===== src/hdl/assert_macros.svh =====
// assertion helpers, sampled on clk and disabled during rst
`ifndef ASSERT_MACROS_SVH
`define ASSERT_MACROS_SVH

// property must hold at every edge
`define ASSERT_ALWAYS(lbl, prop) \
  lbl: assert property (@(posedge clk) disable iff (rst) (prop)) \
    else $error("assertion failed");

// condition must never be seen
`define ASSERT_NEVER(lbl, cond) \
  lbl: assert property (@(posedge clk) disable iff (rst) !(cond)) \
    else $error("forbidden condition seen");

`endif


===== src/hdl/mbp_pkg.sv =====
package mbp_pkg;

  localparam int SYSEX_DEPTH_DEFAULT = 32;
  localparam int MAX_RESULTS = 32;
  localparam int RUN_IW = $clog2(MAX_RESULTS);

  typedef enum logic [3:0] {
    KIND_NONE     = 4'd0,
    KIND_NOTEON   = 4'd1,
    KIND_NOTEOFF  = 4'd2,
    KIND_CC       = 4'd3,
    KIND_POLYAT   = 4'd4,
    KIND_BEND     = 4'd5,
    KIND_CHANAT   = 4'd6,
    KIND_PROGCHG  = 4'd7,
    KIND_REALTIME = 4'd8,
    KIND_SYSEX    = 4'd9
  } kind_t;

  // status bytes
  localparam logic [7:0] ST_SYSEX_START = 8'hF0;
  localparam logic [7:0] ST_SYSEX_END   = 8'hF7;
  localparam logic [7:0] ST_COMMON_LAST = 8'hF6;
  localparam logic [7:0] ST_RT_FIRST    = 8'hF8;
  localparam logic [7:0] ST_RT_LAST     = 8'hFC;

  // upper nibble of a status byte
  localparam logic [3:0] HI_NOTEOFF = 4'h8;
  localparam logic [3:0] HI_NOTEON  = 4'h9;
  localparam logic [3:0] HI_POLYAT  = 4'hA;
  localparam logic [3:0] HI_CC      = 4'hB;
  localparam logic [3:0] HI_PROGCHG = 4'hC;
  localparam logic [3:0] HI_CHANAT  = 4'hD;
  localparam logic [3:0] HI_BEND    = 4'hE;
  localparam logic [3:0] HI_SYSTEM  = 4'hF;

  // controller numbers
  localparam logic [6:0] CTL_RESET     = 7'd127;
  localparam logic [6:0] CTL_FINE_LO   = 7'd32;
  localparam logic [6:0] CTL_FINE_HI   = 7'd63;
  localparam logic [6:0] CTL_FINE_STEP = 7'd32;

  typedef struct packed {
    logic              in_en;    // byte channel may accept
    logic              rd;       // read sysex store into read register
    logic [RUN_IW-1:0] rd_idx;
    logic              emit_sx;  // load one sysex result from read register
    logic              sx_last;
    logic              sx_ov;
  } cmd_t;

  typedef struct packed {
    logic              out_free; // output register empty or draining
    logic              sx_end;   // offered byte closes an open sysex
    logic [RUN_IW-1:0] run_len_m1;
    logic              run_ov;
  } status_t;

endpackage


===== src/hdl/mbp_in_if.sv =====
interface mbp_in_if;
  logic       valid;
  logic       ready;
  logic [7:0] in_byte;

  modport source (output valid, output in_byte, input ready);
  modport sink (input valid, input in_byte, output ready);
endinterface


===== src/hdl/mbp_out_if.sv =====
interface mbp_out_if;
  logic       valid;
  logic       ready;
  logic [3:0] kind;
  logic [7:0] status_byte;
  logic [6:0] first_data;
  logic [6:0] second_data;
  logic [7:0] sysex_byte;
  logic       last;
  logic       overflow;

  modport source (output valid, output kind, output status_byte, output first_data,
                  output second_data, output sysex_byte, output last, output overflow,
                  input ready);
  modport sink (input valid, input kind, input status_byte, input first_data,
                input second_data, input sysex_byte, input last, input overflow,
                output ready);
endinterface


===== src/hdl/mbp_ctrl.sv =====
module mbp_ctrl (
  input  logic             clk,
  input  logic             rst,
  input  mbp_pkg::status_t status,
  output mbp_pkg::cmd_t    cmd
);
  import mbp_pkg::*;

  typedef enum logic [1:0] {
    S_IN,
    S_LOAD,
    S_RUN
  } state_t;

  state_t            state;
  logic [RUN_IW-1:0] idx;
  logic [RUN_IW-1:0] len_m1;
  logic              run_ov;
  logic              run_done;

  assign run_done = (idx == len_m1);

  always_comb begin
    cmd = '0;
    cmd.sx_last = run_done;
    cmd.sx_ov   = run_ov;
    unique case (state)
      S_IN: cmd.in_en = status.out_free;
      S_LOAD: begin
        cmd.rd     = 1'b1;
        cmd.rd_idx = idx;
      end
      S_RUN: begin
        cmd.emit_sx = status.out_free;
        cmd.rd      = status.out_free && !run_done;
        cmd.rd_idx  = idx + RUN_IW'(1);
      end
      default: cmd = '0;
    endcase
  end

  always_ff @(posedge clk) begin
    if (rst) begin
      state  <= S_IN;
      idx    <= '0;
      len_m1 <= '0;
      run_ov <= 1'b0;
    end else begin
      unique case (state)
        S_IN: begin
          if (status.sx_end && status.out_free) begin
            idx    <= '0;
            len_m1 <= status.run_len_m1;
            run_ov <= status.run_ov;
            state  <= S_LOAD;
          end
        end
        S_LOAD: state <= S_RUN;
        S_RUN: begin
          if (status.out_free) begin
            if (run_done) begin
              state <= S_IN;
            end else begin
              idx <= idx + RUN_IW'(1);
            end
          end
        end
        default: state <= S_IN;
      endcase
    end
  end

endmodule


===== src/hdl/mbp_datapath.sv =====
module mbp_datapath #(
  parameter int SYSEX_DEPTH = mbp_pkg::SYSEX_DEPTH_DEFAULT
) (
  input  logic             clk,
  input  logic             rst,
  mbp_in_if.sink           byte_in,
  mbp_out_if.source        msg_out,
  input  mbp_pkg::cmd_t    cmd,
  output mbp_pkg::status_t status
);
  import mbp_pkg::*;

  localparam int AW = $clog2(SYSEX_DEPTH);
  localparam int CW = $clog2(SYSEX_DEPTH + 1);

  // parser state
  logic [7:0]    rs;
  logic [6:0]    prev_ctl;
  logic [7:0]    head;
  logic [6:0]    held;
  logic [CW-1:0] cnt;
  logic          ovf;

  logic [7:0]    rs_next;
  logic [6:0]    prev_ctl_next;
  logic [7:0]    head_next;
  logic [6:0]    held_next;
  logic [CW-1:0] cnt_next;
  logic          ovf_next;

  logic [7:0]    mem [SYSEX_DEPTH];
  logic [7:0]    rd_q;
  logic          wr_en;
  logic [AW-1:0] wr_addr;

  logic          acc;
  logic [7:0]    b;
  logic [3:0]    hi;
  logic          sx_open;
  logic          sx_full;
  logic [CW-1:0] n_m1;
  logic          n_sat;
  logic          fine_drop;

  logic          emit;
  kind_t         e_kind;
  logic [7:0]    e_st;
  logic [6:0]    e_d1;
  logic [6:0]    e_d2;

  assign b       = byte_in.in_byte;
  assign hi      = rs[7:4];
  assign acc     = byte_in.valid && cmd.in_en;
  assign sx_open = (head == ST_SYSEX_START);
  assign sx_full = (cnt == CW'(SYSEX_DEPTH));

  assign byte_in.ready = cmd.in_en;

  // run length minus one, counting the closing byte if the store has room, capped at the result limit
  assign n_m1  = sx_full ? cnt - CW'(1) : cnt;
  assign n_sat = (int'(n_m1) > MAX_RESULTS - 1);

  assign status.out_free   = !msg_out.valid || msg_out.ready;
  assign status.sx_end     = byte_in.valid && (b == ST_SYSEX_END) && sx_open;
  assign status.run_len_m1 = n_sat ? RUN_IW'(MAX_RESULTS - 1) : RUN_IW'(n_m1);
  assign status.run_ov     = ovf || sx_full || n_sat;

  assign fine_drop = (held >= CTL_FINE_LO) && (held <= CTL_FINE_HI) &&
                     (prev_ctl == held - CTL_FINE_STEP);

  always_comb begin
    rs_next       = rs;
    prev_ctl_next = prev_ctl;
    head_next     = head;
    held_next     = held;
    cnt_next      = cnt;
    ovf_next      = ovf;
    wr_en         = 1'b0;
    wr_addr       = cnt[AW-1:0];
    emit          = 1'b0;
    e_kind        = KIND_NONE;
    e_st          = rs;
    e_d1          = held;
    e_d2          = b[6:0];
    if (b[7]) begin
      if (b[7:4] != HI_SYSTEM) begin
        rs_next   = b;
        head_next = b;
        cnt_next  = CW'(1);
        ovf_next  = 1'b0;
      end else if (b >= ST_RT_FIRST && b <= ST_RT_LAST) begin
        emit   = 1'b1;
        e_kind = KIND_REALTIME;
        e_st   = b;
        e_d1   = '0;
        e_d2   = '0;
      end else if (b == ST_SYSEX_START) begin
        rs_next   = '0;
        head_next = ST_SYSEX_START;
        wr_en     = 1'b1;
        wr_addr   = '0;
        cnt_next  = CW'(1);
        ovf_next  = 1'b0;
      end else if (b == ST_SYSEX_END) begin
        rs_next   = '0;
        head_next = '0;
        wr_en     = sx_open && !sx_full;
        cnt_next  = '0;
        ovf_next  = 1'b0;
      end else if (b <= ST_COMMON_LAST) begin
        rs_next   = '0;
        head_next = b;
        cnt_next  = '0;
        ovf_next  = 1'b0;
      end
    end else if (sx_open) begin
      if (!sx_full) begin
        wr_en    = 1'b1;
        cnt_next = cnt + CW'(1);
      end else begin
        ovf_next = 1'b1;
      end
    end else if (cnt == CW'(1) && rs[7]) begin
      if (hi == HI_CHANAT || hi == HI_PROGCHG) begin
        emit   = 1'b1;
        e_kind = (hi == HI_CHANAT) ? KIND_CHANAT : KIND_PROGCHG;
        e_d1   = b[6:0];
        e_d2   = '0;
      end else begin
        held_next = b[6:0];
        cnt_next  = CW'(2);
      end
    end else if (cnt == CW'(2) && rs[7]) begin
      cnt_next = CW'(1);
      case (hi)
        HI_NOTEON: begin
          emit = 1'b1;
          if (b[6:0] != 7'd0) begin
            e_kind = KIND_NOTEON;
          end else begin
            e_kind = KIND_NOTEOFF;
            e_d2   = '0;
          end
        end
        HI_NOTEOFF: begin
          emit   = 1'b1;
          e_kind = KIND_NOTEOFF;
          e_d2   = '0;
        end
        HI_CC: begin
          prev_ctl_next = held;
          emit          = !fine_drop;
          e_kind        = KIND_CC;
        end
        HI_POLYAT: begin
          emit   = 1'b1;
          e_kind = KIND_POLYAT;
        end
        HI_BEND: begin
          emit   = 1'b1;
          e_kind = KIND_BEND;
        end
        default: emit = 1'b0;
      endcase
    end
  end

  always_ff @(posedge clk) begin
    if (rst) begin
      rs       <= '0;
      prev_ctl <= CTL_RESET;
      head     <= '0;
      held     <= '0;
      cnt      <= '0;
      ovf      <= 1'b0;
    end else if (acc) begin
      rs       <= rs_next;
      prev_ctl <= prev_ctl_next;
      head     <= head_next;
      held     <= held_next;
      cnt      <= cnt_next;
      ovf      <= ovf_next;
    end
  end

  // sysex store
  always_ff @(posedge clk) begin
    if (acc && wr_en) begin
      mem[wr_addr] <= b;
    end
    if (cmd.rd) begin
      rd_q <= mem[AW'(cmd.rd_idx)];
    end
  end

  // output register
  always_ff @(posedge clk) begin
    if (rst) begin
      msg_out.valid <= 1'b0;
    end else if ((acc && emit) || cmd.emit_sx) begin
      msg_out.valid <= 1'b1;
    end else if (msg_out.ready) begin
      msg_out.valid <= 1'b0;
    end
  end

  always_ff @(posedge clk) begin
    if (cmd.emit_sx) begin
      msg_out.kind        <= KIND_SYSEX;
      msg_out.status_byte <= ST_SYSEX_START;
      msg_out.first_data  <= '0;
      msg_out.second_data <= '0;
      msg_out.sysex_byte  <= rd_q;
      msg_out.last        <= cmd.sx_last;
      msg_out.overflow    <= cmd.sx_ov;
    end else if (acc && emit) begin
      msg_out.kind        <= e_kind;
      msg_out.status_byte <= e_st;
      msg_out.first_data  <= e_d1;
      msg_out.second_data <= e_d2;
      msg_out.sysex_byte  <= '0;
      msg_out.last        <= 1'b1;
      msg_out.overflow    <= 1'b0;
    end
  end

endmodule


===== src/hdl/midi_byte_parser_unit.sv =====
// midi byte parser: one byte per cycle while the output register is free and no sysex run is being emitted
// channel and realtime results are registered and appear in the cycle after the byte transaction
// a sysex end reads the store once (S_LOAD), then emits its stored bytes at one per cycle while
//   the output register is free; the byte channel stays closed for the whole run of at most MAX_RESULTS bytes
// rst is synchronous, active high: parser state cleared, store left unwritten
`include "assert_macros.svh"

module midi_byte_parser_unit #(
  parameter int SYSEX_DEPTH = mbp_pkg::SYSEX_DEPTH_DEFAULT
) (
  input logic       clk,
  input logic       rst,
  mbp_in_if.sink    byte_in,
  mbp_out_if.source msg_out
);
  import mbp_pkg::*;

  // command and status between the sequencer and the parser datapath
  cmd_t    cmd;
  status_t status;

  // sequencer: byte intake, then the walk over the sysex store on a sysex end
  mbp_ctrl u_ctrl (
    .clk    (clk),
    .rst    (rst),
    .status (status),
    .cmd    (cmd)
  );

  // datapath: running status, data byte collection, sysex store, output register
  mbp_datapath #(
    .SYSEX_DEPTH (SYSEX_DEPTH)
  ) u_dp (
    .clk     (clk),
    .rst     (rst),
    .byte_in (byte_in),
    .msg_out (msg_out),
    .cmd     (cmd),
    .status  (status)
  );

  // a byte is never taken while a result is stuck in the output register
  `ASSERT_NEVER(a_no_take_when_blocked, byte_in.ready && msg_out.valid && !msg_out.ready)
  // the byte channel is closed while the store is being walked
  `ASSERT_NEVER(a_no_take_during_run, cmd.emit_sx && cmd.in_en)
  // every non-sysex result is the only result of its byte
  `ASSERT_ALWAYS(a_single_is_last,
    (msg_out.valid && msg_out.kind != KIND_SYSEX) |-> msg_out.last)
  // sysex results carry the sysex start as their status
  `ASSERT_ALWAYS(a_sysex_status,
    (msg_out.valid && msg_out.kind == KIND_SYSEX) |-> (msg_out.status_byte == ST_SYSEX_START))

endmodule


===== src/flat_wrapper.sv =====
// flat-port wrapper written by rule: the top's interface ports become plain ports
module midi_byte_parser_unit_flat import mbp_pkg::*;
#(
  parameter int SYSEX_DEPTH = mbp_pkg::SYSEX_DEPTH_DEFAULT
)
  (clk, rst, byte_in_valid, byte_in_in_byte, byte_in_ready, msg_out_valid, msg_out_kind, msg_out_status_byte, msg_out_first_data, msg_out_second_data, msg_out_sysex_byte, msg_out_last, msg_out_overflow, msg_out_ready);
  mbp_in_if byte_in_i ();
  mbp_out_if msg_out_i ();
  input logic clk;
  input logic rst;
  input wire logic [$bits(byte_in_i.valid)-1:0] byte_in_valid;
  input wire logic [$bits(byte_in_i.in_byte)-1:0] byte_in_in_byte;
  output wire logic [$bits(byte_in_i.ready)-1:0] byte_in_ready;
  output wire logic [$bits(msg_out_i.valid)-1:0] msg_out_valid;
  output wire logic [$bits(msg_out_i.kind)-1:0] msg_out_kind;
  output wire logic [$bits(msg_out_i.status_byte)-1:0] msg_out_status_byte;
  output wire logic [$bits(msg_out_i.first_data)-1:0] msg_out_first_data;
  output wire logic [$bits(msg_out_i.second_data)-1:0] msg_out_second_data;
  output wire logic [$bits(msg_out_i.sysex_byte)-1:0] msg_out_sysex_byte;
  output wire logic [$bits(msg_out_i.last)-1:0] msg_out_last;
  output wire logic [$bits(msg_out_i.overflow)-1:0] msg_out_overflow;
  input wire logic [$bits(msg_out_i.ready)-1:0] msg_out_ready;
  assign byte_in_i.valid = byte_in_valid;
  assign byte_in_i.in_byte = byte_in_in_byte;
  assign byte_in_ready = byte_in_i.ready;
  assign msg_out_valid = msg_out_i.valid;
  assign msg_out_kind = msg_out_i.kind;
  assign msg_out_status_byte = msg_out_i.status_byte;
  assign msg_out_first_data = msg_out_i.first_data;
  assign msg_out_second_data = msg_out_i.second_data;
  assign msg_out_sysex_byte = msg_out_i.sysex_byte;
  assign msg_out_last = msg_out_i.last;
  assign msg_out_overflow = msg_out_i.overflow;
  assign msg_out_i.ready = msg_out_ready;
  midi_byte_parser_unit #(.SYSEX_DEPTH(SYSEX_DEPTH)) u_core (.clk(clk), .rst(rst), .byte_in(byte_in_i), .msg_out(msg_out_i));
endmodule

===== config.mk =====
export PLATFORM = sky130hd
export DESIGN_NAME = midi_byte_parser_unit_flat
export DESIGN_NICKNAME = d
export VERILOG_FILES = /design/src/hdl/mbp_pkg.sv /design/src/hdl/mbp_in_if.sv /design/src/hdl/mbp_out_if.sv /design/src/hdl/mbp_ctrl.sv /design/src/hdl/mbp_datapath.sv /design/src/hdl/midi_byte_parser_unit.sv /design/src/flat_wrapper.sv
export VERILOG_INCLUDE_DIRS = /design/src /design/src/hdl
export SDC_FILE = /design/constraint.sdc
export NUM_CORES = 1
export LEC_CHECK = 0
export ABC_AREA = 0
export BUFFER_PORTS_ARGS = -buffer_cell sky130_fd_sc_hd__buf_2
export CORE_MARGIN = 2
export CORE_UTILIZATION = 35
export CTS_BUF_LIST = sky130_fd_sc_hd__clkbuf_16
export DETAILED_ROUTE_END_ITERATION = 8
export GPL_TIMING_DRIVEN = 1
export SLEW_MARGIN = 20
export SYNTH_ARGS = -nofsm -noshare
export SYNTH_HDL_FRONTEND = slang
export SYNTH_SLANG_ARGS = --single-unit
export TNS_END_PERCENT = 1

===== constraint.sdc =====
create_clock -name clk -period 4 [get_ports clk]
set_input_delay 0.4 -clock clk [delete_from_list [all_inputs] [get_ports clk]]
set_output_delay 0.4 -clock clk [all_outputs]
set_load 0.02 [all_outputs]

# == After elaboration in Yosys (flattened, before gate mapping) ==
# Memory sizes are Yosys's and may differ from the RTL's. A register that Yosys moved wholly into a read port is not among the register bits.
# Cells that the tools add are included.
# totals
input_bits,12
word_cells,201
memories,1
ram_bits,256
output_inout_bits,38
reg_bits,87
# memory_table
name,words,word_bits,read_ports,rd_ports_with_merged_regs,wr,line,text
u_core.u_dp.mem,32,8,1,1,1,mbp_datapath.sv:31,logic [7:0] mem [SYSEX_DEPTH];
# classes
n_reduce_logical,41
n_lt_le_gt_ge,6
bitwise,4
eq_ne,27
n_addsub,4
n_mux,100
# ops
cell,n
$mux W8,15
$mux W7,14
$mux W6,12
$mux W5,8
$mux W1,33
$eq A4 B4 Y1 const B,7
$eq A8 B8 Y1 const B,3
$mux W4,5
$le A8 B8 Y1 const B,2
$pmux W3 S5,1
$pmux W7 S2,1
$logic_and A1 B1 Y1,13
$pmux W6 S2,1
$reduce_and A6 Y1,2
$mux W2,5
$ne A2 B2 Y1 const B,5
$pmux W5 S2,1
$reduce_and A5 Y1,2
$reduce_bool A2 Y1,5
$ge A8 B8 Y1 const B,1
$ne A4 B4 Y1 const B,2
$reduce_and A4 Y1,2
$reduce_bool A4 Y1,2
$eq A7 B7 Y1,1
other kinds (27),39

# == Longest topological paths before layout ==
# logic_depth
word_depth,12
ltp_mapped,11
ltp_nobuf,8

# == Hierarchy ==
# From an unflattened synthesis, not the netlist that was laid out.
# hier_totals
cells_unflattened,928
area_unflattened_um2,14686.6
# modules_own_cells
module,area_each_um2,instances,seq_area_each_um2,cells_per_inst
mbp_datapath,13802.0,1,9509.1,825
mbp_ctrl,884.6,1,260.2,103

# == Least setup slack after synthesis ==
# Ideal clock, no wire load.
# synth_path
path_kind,input -> register
start,input byte_in_in_byte[4]
end,"memory u_core.u_dp.mem[10][0], enable pin"
arrival_ns,2.468
n_path_buf,2
setup_time_ns,0.370
stages,8
required_ns,3.630
path_slack_ns,1.162
path_cell_list,buf_4 > nand4_4 > or4_4 > buf_6 > a211oi_1 > and3_1 > nand3_1 > nor2_1
# synth_via
elab_chain_cells,9
elab_cells_between_ends,18
classes_between,2 x order compare; 3 x eq/ne; 11 x mux; 2 x reduce/logical
# synth_lines
element,line,text
start: declaration,flat_wrapper.sv:12,input wire logic [$bits(byte_in_i.in_byte)-1:0] byte_in_in_byte;
"parallel branches: the longest is 9 deep, another holds $ge A8 B8 Y1",-,
end: declaration,mbp_datapath.sv:31,
# Several ways; the timed one is not identified.

# == Final worst setup path ==
# layout_path
start,register u_core.u_dp.cnt[2]
end,register u_core.u_dp.msg_out.first_data[2]
# layout_via
elab_chain_cells,7
elab_cells_between_ends,12
classes_between,2 x eq/ne; 7 x mux; 3 x reduce/logical
# layout_lines
element,line,text
start: declaration,mbp_datapath.sv:21,logic [CW-1:0] cnt;
start signal: assignment,mbp_datapath.sv:181,cnt <= cnt_next;
$eq A6 B2 Y1,mbp_datapath.sv:133,end else if (cnt == CW'(2) && rs[7]) begin
$logic_and A1 B1 Y1,mbp_datapath.sv:133,
$mux W1,mbp_datapath.sv:133,
$mux W1,mbp_datapath.sv:123,end else if (cnt == CW'(1) && rs[7]) begin
$mux W1,mbp_datapath.sv:116,end else if (sx_open) begin
$mux W1,mbp_datapath.sv:85,if (b[7]) begin
$logic_and A1 B1 Y1,mbp_datapath.sv:216,end else if (acc && emit) begin
end signal: assignment,mbp_datapath.sv:211,msg_out.first_data <= '0;
end signal: assignment,mbp_datapath.sv:219,msg_out.first_data <= e_d1;
end: declaration,mbp_out_if.sv:12,"modport source (output valid, output kind, output status_byte, output first_data,"
# Several ways; a longest one is shown, not always the timed one.
# A chain may end at the register's enable or synchronous reset.

==> impl_metrics.py <==
metrics = {
    "drt": {
        "num_vias": 8528,
        "firstDrtPassIters": 7,
        "routedWlPerCell_um": 21.2,
        "via_per_inst": 5.29,
        "postRouteWirelength_um": 34100,
        "drtIter0Drc": 954,
        "antenna_left": 0,
        "drc": 0,
    },
    "yosys": {
        "synth_top_area_frac": 0.563,
        "synth.largest_area_cell": "edfxtp_1",
        "synthDistinctLibCells": 67,
        "synth_compound_area_frac": 0.0618,
        "synthAdderAreaFrac": 0.0111,
        "synthCells": 967,
        "synthXorXnorAreaFrac": 0.00720,
        "synth_edf_count": 274,
        "ys_seq_area_frac": 0.669,
        "synth.cell_area_um2": 14600,
        "async_flop_share": 0,
        "synth_mux_area_frac": 0.138,
        "yosys-top-cells-area": "edfxtp_1 56%, dfxtp_1 11%, mux4_2 9.9%",
        "synth_top_family_by_area": "multiplexers",
        "yosys_warnings": 0,
        "syn_nets": 992,
        "synthSimpleGateAreaFrac": 0.0887,
        "synth_seq_cells": 351,
        "synthFlopType": "edfxtp_1",
        "synth_area_per_cell_um2": 15.1,
    },
    "clock_network": {
        "clockRootBuffer": "clkbuf_16",
        "clock_tree.htree_level_count": 2,
        "cts_resized": 0,
        "clkTransAtPathRegs_ns": 0.06,
        "clk_path_buf_depth": 3,
        "post_cts_buffers": 0,
        "clkSinkCount": 351,
        "cts_tree": "yes",
        "cts_buffers": 38,
        "clkLatencyLatePin_ns": 0.53,
        "postCtsHoldBufs": 0,
    },
    "critical_path": {
        "slowest_delay_ns": 0.75,
        "worstPathArrival_ns": 3.69,
        "cp_num_buf_inv": 0,
        "crit_type": "reg2reg",
        "path_cells": "nor3_1 -> nand2_1 -> or3b_2 -> nor2_1 -> a31oi_1 -> a211oi_1",
        "critical_path_required_ns": 4.45,
        "reg2reg_depth": 6,
        "cp-end-kind": "flip-flop",
        "crit_path_top_delay_cell": "or3b_2",
        "start_kind": "flip-flop",
        "cp_max_fo": 15,
        "reg2reg_slack_ns": 0.76,
        "critPathTopFamily": "simple AND/OR/NAND/NOR gates",
        "r2r-end": "u_core.u_dp.msg_out.first_data[2]",
        "reg2reg_from": "u_core.u_dp.cnt[2]",
    },
    "sta": {
        "slew_violations": 0,
        "setup_viol": 0,
        "worst_pin_slew_ns": 0.865,
        "rsz0062_at_grt": "false",
        "slew_headroom": 0.423,
        "holdWs_ns": 0.386,
        "skew_ns": 0.0307,
        "period_share": 0.810,
        "setup_slack_ns": 0.761,
        "period_minus_slack_ns": 3.24,
        "setup_tns_ns": 0,
        "finalHoldViolations": 0,
        "clock.fmax_mhz": 309,
    },
    "power_and_ir_drop": {
        "total_power_mw": 7.75,
        "leakage_nw": 6.03,
        "power_density_nw_per_um2": 459,
        "peakVddDrop_mv": 0.231,
    },
    "global_route": {
        "use_met1": 0.223,
        "grt_busiest_layer": "met2",
        "grt_overflow": 0,
        "grt_use_met2": 0.243,
        "grt_max_degree": 43,
        "grt_pass1_wl_um": 51500,
        "track_usage": 0.156,
        "antenna_found_initial": 0,
        "grt_pass1_vias": 8279,
        "grt_use_met3": 0.0261,
    },
    "floorplanning": {
        "initial_core_util": 0.356,
        "die_width_um": 208,
        "rows": 74,
        "die-area_um2": 43400,
        "fp.dieH_um": 208,
        "core_area_um2": 41000,
        "io_pins": 50,
    },
    "min_path": {
        "min_path_cells": 3,
        "hold_class": "in2reg",
        "min_delay_worst_endpoint": "u_core.u_dp.msg_out.valid",
        "hp-start": "msg_out_ready",
    },
    "cells_and_area": {
        "diodes": 0,
        "nets": 1080,
        "most-common-layout-cells": "274 x edfxtp_1, 80 x nor2_1, 77 x dfxtp_1",
        "final_common_cell": "edfxtp_1",
        "final_area_um2": 16900,
        "area_delta_synth_final_pct": 15.7,
        "drive_gt1_frac": 0.226,
    },
    "place": {
        "place_area_um2": 15700,
        "place_ws_ns": 0.491,
        "gp_congestion": 0.812,
        "portBuffers": 49,
        "hpwl_um": 22200,
    },
    "run_status": {
        "status": "finished clean",
    },
    "run": {
        "maxCapViolCount": 0,
    },
}
## flip-flops by register name (all words and copies together), names as in the netlist, 7 cells and up
signal                           flops
u_core.u_dp.mem                    256
u_core.u_dp.head                     8
u_core.u_dp.msg_out.status_byte      8
u_core.u_dp.msg_out.sysex_byte       8
u_core.u_dp.rd_q                     8
u_core.u_dp.rs                       8
u_core.u_dp.held                     7
u_core.u_dp.msg_out.first_data       7
u_core.u_dp.msg_out.second_data      7
u_core.u_dp.prev_ctl                 7
## area by class of cell
cell class	instances	area (µm²)
clock inverter	28	211
clock buffer	38	951
fill	3730	24100
inverter	20	75.1
multi-input combinational	538	4510
sequential	351	9770
timing repair buffer	106	723
tap	532	666
## synth_stat cells (14+ instances only)
cell type	instances
mux4_2	64
a21oi_1	35
a211oi_1	19
clkbuf_1	30
nor2_1	80
inv_1	19
and3_1	14
mux2i_1	51
nand3_1	34
nor3_1	29
nand2_1	54
o21ai_0	22
dfxtp_1	77
edfxtp_1	274
## worst register-to-register path, stage by stage, from the launching register on
cell	delay, ns
dfxtp_1	0.49
nor3_1	0.74
nand2_1	0.32
or3b_2	0.75
nor2_1	0.45
a31oi_1	0.15
a211oi_1	0.26
## per-layer routing
layer  vias to the layer above  wire length [µm]
met4                         0               938
met3                        55              1880
met5                         -                 0
met1                      4295             15500
li1                       3928                 -
met2                       250             15800
## cells by family after synthesis
family,count (synthesis)
buffers and inverters,78
adder cells (fa/ha/maj),13
multiplexers,120
flip-flops,351
AO/OA/AOI/OAI,130
XOR/XNOR,12
AND/OR/NAND/NOR,263
## worst max-delay path by stage
stage / from / to / cells past startpoint
after floorplan: byte_in_in_byte[4] / u_core.u_dp.mem[10][0] / 8
after global placement: byte_in_in_byte[0] / u_core.u_dp.mem[30][4] / 8
after detailed placement: byte_in_in_byte[5] / u_core.u_dp.mem[30][6] / 8
after CTS: u_core.u_dp.cnt[2] / u_core.u_dp.msg_out.first_data[2] / 6
after global routing: u_core.u_dp.cnt[2] / u_core.u_dp.msg_out.first_data[2] / 6
final: u_core.u_dp.cnt[2] / u_core.u_dp.msg_out.first_data[2] / 6
## metrics by stage
step / util / std cells
final: 0.412 / 1613
after global routing: 0.412 / 1613
after CTS: 0.412 / 1613
after detailed placement: 0.384 / 1547
after global placement: 0.383 / 1546
after floorplan: - / 967
## power breakdown
part | switching [mW] | internal [mW] | leakage (nW)
Combinational | 0.270 | 0.131 | 2.33
Clock | 1.37 | 1.92 | 0.603
Sequential | 0.0545 | 4.01 | 3.10
Total | 1.69 | 6.06 | 6.03
No activity file was read; power rests on OpenSTA's default activity.
